`config.mk`:
```
export PLATFORM = sky130hd
export DESIGN_NAME = apsc_scan
export DESIGN_NICKNAME = d
export VERILOG_FILES = /design/src/rtl/core/apsc_pkg.sv /design/src/rtl/core/apsc_scan.sv
export SDC_FILE = /design/constraint.sdc
export NUM_CORES = 1
export LEC_CHECK = 0
export BUFFER_PORTS_ARGS = -buffer_cell sky130_fd_sc_hd__buf_2
export CAP_MARGIN = 20
export CORE_MARGIN = 1
export CORE_UTILIZATION = 60
export CTS_CLUSTER_SIZE = 16
export DETAILED_ROUTE_END_ITERATION = 10
export PLACE_DENSITY = 0.83
export SYNTH_ARGS = -nofsm -noshare
export SYNTH_HDL_FRONTEND = slang
export SYNTH_SLANG_ARGS = --single-unit
```
`constraint.sdc`:
```
create_clock -name clk -period 11.7 [get_ports clk]
set_clock_uncertainty 0.2 [all_clocks]
set_input_delay 1.17 -clock clk [delete_from_list [all_inputs] [get_ports clk]]
set_output_delay 1.17 -clock clk [all_outputs]
set_load 0.01 [all_outputs]
```
`src/rtl/core/apsc_pkg.sv`:
```
// ----------------------------------------------------------------------------
// apsc_pkg
// Shared types and constants for the archive path safety checker.
// ----------------------------------------------------------------------------
package apsc_pkg;

    localparam int BYTE_W   = 8;
    localparam int LEN_W    = 16;
    localparam int KEPT_W   = 17;
    localparam int REASON_W = 3;
    localparam int CLEN_W   = 2;
    localparam int CFG_IDX_W = 1;
    localparam int CFG_DATA_W = 16;

    localparam logic [KEPT_W-1:0] KEPT_MAX = 17'h10000;

    localparam logic [BYTE_W-1:0] CHAR_NUL   = 8'h00;
    localparam logic [BYTE_W-1:0] CHAR_DOT   = 8'h2E;
    localparam logic [BYTE_W-1:0] CHAR_SLASH = 8'h2F;

    localparam logic [REASON_W-1:0] REASON_SAFE  = 3'd0;
    localparam logic [REASON_W-1:0] REASON_EMPTY = 3'd1;
    localparam logic [REASON_W-1:0] REASON_LONG  = 3'd2;
    localparam logic [REASON_W-1:0] REASON_SLASH = 3'd3;
    localparam logic [REASON_W-1:0] REASON_COMP  = 3'd4;

    localparam logic [CFG_IDX_W-1:0] CFG_MAX_LEN   = 1'd0;
    localparam logic [CFG_IDX_W-1:0] CFG_LINK_MODE = 1'd1;

    localparam logic [LEN_W-1:0] MAX_LEN_RESET = 16'd4096;

    typedef struct packed {
        logic [BYTE_W-1:0] path_byte;
        logic              has_byte;
        logic              last;
    } apsc_item_t;

    typedef struct packed {
        logic                unsafe;
        logic [REASON_W-1:0] reason;
        logic [KEPT_W-1:0]   kept_length;
    } apsc_verdict_t;

    typedef struct packed {
        logic              in_prefix;
        logic [CLEN_W-1:0] component_len;
        logic              component_all_dots;
        logic [KEPT_W-1:0] kept_count;
        logic              seen_leading_slash;
        logic              seen_bad_component;
        logic              ended_by_nul;
    } apsc_state_t;

    localparam apsc_state_t STATE_CLEAR = '{
        in_prefix:          1'b1,
        component_len:      '0,
        component_all_dots: 1'b1,
        kept_count:         '0,
        seen_leading_slash: 1'b0,
        seen_bad_component: 1'b0,
        ended_by_nul:       1'b0
    };

    function automatic logic [KEPT_W-1:0] sat_inc(input logic [KEPT_W-1:0] v);
        sat_inc = (v < KEPT_MAX) ? v + 1'b1 : v;
    endfunction

    function automatic logic comp_bad(input logic [CLEN_W-1:0] clen,
                                      input logic dots, input logic link);
        if (link)
            comp_bad = dots && (clen == 2'd2);
        else
            comp_bad = (clen == 2'd0) || (dots && (clen == 2'd1 || clen == 2'd2));
    endfunction

endpackage

```
`src/rtl/core/apsc_scan.sv`:
```
// ----------------------------------------------------------------------------
// apsc_scan
// Running path state: prefix stripping, component checks, length count, and
// the verdict for the request marked last.
// ----------------------------------------------------------------------------
module apsc_scan
(
    input  logic                    clk,
    input  logic                    rst_n,
    input  logic                    step,
    input  apsc_pkg::apsc_item_t    item,
    input  logic [15:0]             max_len,
    input  logic                    link_mode,
    output apsc_pkg::apsc_verdict_t verdict
);
    import apsc_pkg::*;

    apsc_state_t state_reg;
    apsc_state_t state_next;

    always_comb
    begin
        apsc_state_t s;
        apsc_state_t f;
        logic        pending;
        logic        held;
        logic        is_slash;
        logic        is_dot;

        s        = state_reg;
        is_slash = (item.path_byte == CHAR_SLASH);
        is_dot   = (item.path_byte == CHAR_DOT);
        pending  = s.in_prefix && (s.component_len == 2'd1);
        held     = 1'b0;

        if (item.has_byte && !s.ended_by_nul)
        begin
            if (item.path_byte == CHAR_NUL)
            begin
                s.ended_by_nul = 1'b1;
            end
            else
            begin
                if (s.in_prefix && !link_mode && !pending && is_dot)
                begin
                    s.component_len      = 2'd1;
                    s.component_all_dots = 1'b1;
                    held                 = 1'b1;
                end
                else if (s.in_prefix && !link_mode && pending && is_slash)
                begin
                    s.component_len      = 2'd0;
                    s.component_all_dots = 1'b1;
                    held                 = 1'b1;
                end

                if (!held)
                begin
                    if (s.in_prefix)
                    begin
                        s.in_prefix = 1'b0;
                        if (pending)
                            s.kept_count = sat_inc(s.kept_count);
                        else if (is_slash)
                            s.seen_leading_slash = 1'b1;
                    end
                    s.kept_count = sat_inc(s.kept_count);
                    if (is_slash)
                    begin
                        if (comp_bad(s.component_len, s.component_all_dots, link_mode))
                            s.seen_bad_component = 1'b1;
                        s.component_len      = 2'd0;
                        s.component_all_dots = 1'b1;
                    end
                    else
                    begin
                        if (s.component_len != 2'd3)
                            s.component_len = s.component_len + 2'd1;
                        if (!is_dot)
                            s.component_all_dots = 1'b0;
                    end
                end
            end
        end

        state_next = item.last ? STATE_CLEAR : s;

        // end of string: count a held dot, close the open component
        f = s;
        if (f.in_prefix && (f.component_len == 2'd1))
            f.kept_count = sat_inc(f.kept_count);
        if (comp_bad(f.component_len, f.component_all_dots, link_mode))
            f.seen_bad_component = 1'b1;

        if (f.kept_count == '0)
            verdict.reason = REASON_EMPTY;
        else if (f.kept_count > {1'b0, max_len})
            verdict.reason = REASON_LONG;
        else if (f.seen_leading_slash)
            verdict.reason = REASON_SLASH;
        else if (f.seen_bad_component)
            verdict.reason = REASON_COMP;
        else
            verdict.reason = REASON_SAFE;
        verdict.unsafe      = (verdict.reason != REASON_SAFE);
        verdict.kept_length = f.kept_count;
    end

    always_ff @(posedge clk or negedge rst_n)
    begin
        if (!rst_n)
            state_reg <= STATE_CLEAR;
        else if (step)
            state_reg <= state_next;
    end

endmodule

```
==> summary.log <==
INFO  logic_synthesis syn_area_cell=7.77um^2
INFO  detailed_routing first_iter_violations=443
INFO  logic_synthesis ys_top_cells_by_area=sky130_fd_sc_hd__dfrtp_1, sky130_fd_sc_hd__ha_1, sky130_fd_sc_hd__xnor2_1, sky130_fd_sc_hd__inv_1, sky130_fd_sc_hd__o22ai_1
INFO  detailed_routing viasPerCell=6.80
INFO  final_layout   fillers=506
INFO  final_layout   ratio_of_cells_with_drive_above_1_in_the_final_layout=19.5%
INFO  setup_path     critPathMaxStageDelay=0.60ns
INFO  detailed_routing drt_pass1_iterations=6
INFO  setup_path     cp_common_cell=sky130_fd_sc_hd__ha_1
INFO  final_layout   antenna_cells_inserted=0
INFO  grt            global_route_usage_sum=35.4%
INFO  timing         setup_tns=0ns
INFO  final_layout   largest_register_ff_count=24
INFO  grt            grt_util_met1=47.8%
INFO  timing         max_freq=0.124GHz
INFO  final_layout   area_occupied_by_multi_input_gates=2590um^2
INFO  timing         period_share=68.8%
INFO  grt            top_usage_layer=met2
INFO  clock_network  post-cts-setup-buffers=0
INFO  detailed_routing routed_wirelength=10.5mm
INFO  timing         worst_slack=3.65ns
INFO  worst_hold_path worstHoldPathType=register to register
INFO  timing         report.final.setup_viol=0
INFO  final_layout   finalNonFillerCells=553
INFO  placement      place.gp.congestion=0.981
INFO  setup_path     critical_path_peak_fanout=4
INFO  placement      io_buffers=50
INFO  logic_synthesis postSynth.asyncResetShare=100%
INFO  setup_path     critical_path.top_delay_family=simple AND/OR/NAND/NOR gates
INFO  final_layout   final_cell_area=3780um^2
INFO  setup_path     required=10.33ns
INFO  timing         setup_repair_after_global_routing_missed_its_margin=no
INFO  logic_synthesis synth_top_area_share=15.7%
INFO  clock_network  cts_hold_repair.buffers=0
INFO  final_layout   seqCellArea=603um^2
INFO  flow_run       timing.max_cap.violations=0
INFO  clock_network  cts_root_buf=sky130_fd_sc_hd__clkbuf_8
INFO  setup_path     worst_path_max_delay_cell=sky130_fd_sc_hd__a2111oi_0
INFO  detailed_routing wl_per_cell=18.9um
INFO  logic_synthesis synth_compound_gate_area_share=27.1%
INFO  logic_synthesis synth_mux_area_share=0.891%
INFO  placement      detailedPlacementHpwl=7.94mm
INFO  placement      placedInstanceArea=3710um^2
INFO  logic_synthesis synth_top_family_by_area=simple AND/OR/NAND/NOR gates
INFO  clock_network  clk_latency=0.28ns
INFO  placement      post-place-cells=549
INFO  logic_synthesis synth.yosys.seq_area_share=17.2%
INFO  logic_synthesis yosys.cell_count.top_type=sky130_fd_sc_hd__inv_1
INFO  floorplan      rows=27
INFO  logic_synthesis synth_cells=452
INFO  power_and_ir_drop power_per_cell_area=86.6nW/um^2
INFO  setup_path     cp_cell_sequence=buf_2 > or3_4 > or4_4 > a21o_2 > inv_1 > ha_1 > nor4_1 > a21oi_1 > ha_1 > nand3_1 > or4_4 > nor4_2 > nand2_1 > xor2_1 > ha_1 > a2111oi_0 > nand2_1 > o31a_1 > nor4b_1 > o31ai_1 > buf_2
INFO  clock_network  clock_sinks=24
INFO  timing         slew_viol_final=0
INFO  floorplan      die-area=6160um^2
INFO  final_layout   syn2layout_area_growth=7.73%
INFO  setup_path     arrival=6.68ns
INFO  logic_synthesis synth_simple_gate_area_share=27.5%
INFO  logic_synthesis post_synthesis_net_count=507
INFO  timing         relSlewSlack=41.1%
INFO  floorplan      io_pins=51
INFO  setup_path     timing.critical_path.buf_inv=3
INFO  clock_network  tritoncts.num_buffers=3
INFO  power_and_ir_drop peakVddDrop=0.0547mV
INFO  power_and_ir_drop leak_pwr=0.00160uW
INFO  detailed_routing remaining_drc_errors=0
INFO  logic_synthesis synth-edff-count=0
INFO  floorplan      start_util=63.0%
INFO  detailed_routing via_count=3762
INFO  logic_synthesis synth-main-ff-cell=sky130_fd_sc_hd__dfrtp_1
INFO  logic_synthesis post_synth_xor_area_fraction=9.41%
INFO  status         status=finished, final reports clean
INFO  grt            grt_antenna_before_repair=0
INFO  final_layout   fin_nets=537
INFO  setup_path     critical_path.startpoint_type=input port
INFO  logic_synthesis synth_warn=0
INFO  clock_network  cts_repair_resizes=0
INFO  grt            gr-total-overflow=0
INFO  grt            grtUsageMet3=4.42%
INFO  detailed_routing ant_nets=0
INFO  grt            first_global_vias=3486
INFO  floorplan      core-area=5570um^2
INFO  final_layout   postLayoutCoreUtil=67.9%
INFO  setup_path     endpoint_kind=output pin
INFO  grt            grt_pass1_wl=17.1mm
INFO  clock_network  cts_max_path_buffers=2
INFO  logic_synthesis netlist-cell-type-count=75
INFO  logic_synthesis synth-adder-area-share=8.91%
INFO  placement      place_ws=3.77ns
INFO  clock_network  register_clock_pin_slew_on_the_reported_worst_setup_and_hold_paths=0.10ns
INFO  logic_synthesis post_synth_top_area_cell=sky130_fd_sc_hd__dfrtp_1
INFO  logic_synthesis post_synth_most_frequent_cells=sky130_fd_sc_hd__inv_1, sky130_fd_sc_hd__nand2_1, sky130_fd_sc_hd__ha_1, sky130_fd_sc_hd__nor2_1, sky130_fd_sc_hd__dfrtp_1
INFO  grt            pin_count_of_the_biggest_net_entering_global_routing=30
INFO  setup_path     cp_class=input port to output pin
INFO  clock_network  htreeDepth=1
INFO  timing         worstMarginPinSlew=0.884ns
INFO  clock_network  tritoncts=yes
INFO  timing         final-hold-violation-count=0
INFO  logic_synthesis synth.cell_area=3510um^2
INFO  floorplan      die_h=78.5um
INFO  floorplan      die_w=78.5um
INFO  logic_synthesis synth.ff_latch_count=24
INFO  grt            grt_util_met2=57.1%
INFO  timing         min_period=8.05ns
==> where the power goes <==
group	internal (uW)	switching (uW)	total [uW]	leakage, uW
combinational	59.4	89.3	149	0.00124
clock	45.8	32.1	78.0	0.0000357
sequential	88.7	12.4	101	0.000323
==> placed cells by master (no fill, tap or decap), types with 6 or more instances in the layout <==
cell	count
sky130_fd_sc_hd__buf_2	50
sky130_fd_sc_hd__inv_1	43
sky130_fd_sc_hd__nand2_1	26
sky130_fd_sc_hd__nor2_1	25
sky130_fd_sc_hd__ha_1	25
sky130_fd_sc_hd__dfrtp_1	22
sky130_fd_sc_hd__xnor2_1	19
sky130_fd_sc_hd__nand3_1	18
sky130_fd_sc_hd__a21oi_1	18
sky130_fd_sc_hd__o22ai_1	17
sky130_fd_sc_hd__o21ai_0	16
sky130_fd_sc_hd__nand4_1	14
sky130_fd_sc_hd__nor3_1	13
sky130_fd_sc_hd__nor4_1	12
sky130_fd_sc_hd__and3_1	11
sky130_fd_sc_hd__a31oi_1	11
sky130_fd_sc_hd__o21a_1	11
sky130_fd_sc_hd__xor2_1	8
sky130_fd_sc_hd__or3_1	7
sky130_fd_sc_hd__a211oi_1	6
==> metrics by stage <==
stage	total power [uW]	hold slack (ns)
after floorplan	203	0.284
after global placement	243	0.295
after detailed placement	246	0.311
after CTS	323	0.330
after global routing	344	0.361
final	328	0.331
==> worst register-to-register path: cells and delay by family, from the launching register on <==
family | cells | cell delay, ns
simple gates | 5 | 1.42
flops | 1 | 0.68
compound gates | 3 | 0.59
xor+xnor | 1 | 0.40
==> cell type report <==
| type | count | share of cell area, % |
|---|---|---|
| inverter | 43 | 4.27 |
| timing repair buffer | 52 | 7.01 |
| clock inverter | 1 | 0.794 |
| sequential | 24 | 15.9 |
| clock buffer | 3 | 1.09 |
| tap | 72 | 2.38 |
| multi-input combinational | 358 | 68.5 |
==> metal layers <==
layer,share of wire (%),routed length (um),up-vias
met1,42,4390,1755
met5,0,0,-
met4,2.7,278,0
met3,9.3,969,24
li1,-,-,1755
met2,46,4830,228
==> final timing paths <==
kind                          startpoint            end  slack, ns  cells after the start
min                        state_reg[20]  state_reg[20]       0.33                      2
max reg2reg                state_reg[23]  state_reg[18]       8.25                      9
min in group asynchronous          rst_n   state_reg[4]       0.68                      1
min reg2reg                state_reg[20]  state_reg[20]       0.33                      2
max                              item[6]    verdict[20]       3.65                     21
max in group asynchronous          rst_n   state_reg[1]      10.22                      1
==> logic make-up after synthesis <==
| group | Yosys count |
|---|---|
| simple gates | 168 |
| compound gates | 130 |
| buf+inv | 70 |
| xor+xnor | 32 |
| fa+ha+maj | 25 |
| flops | 24 |
| mux | 3 |
Power figures use the tool's default switching activity.
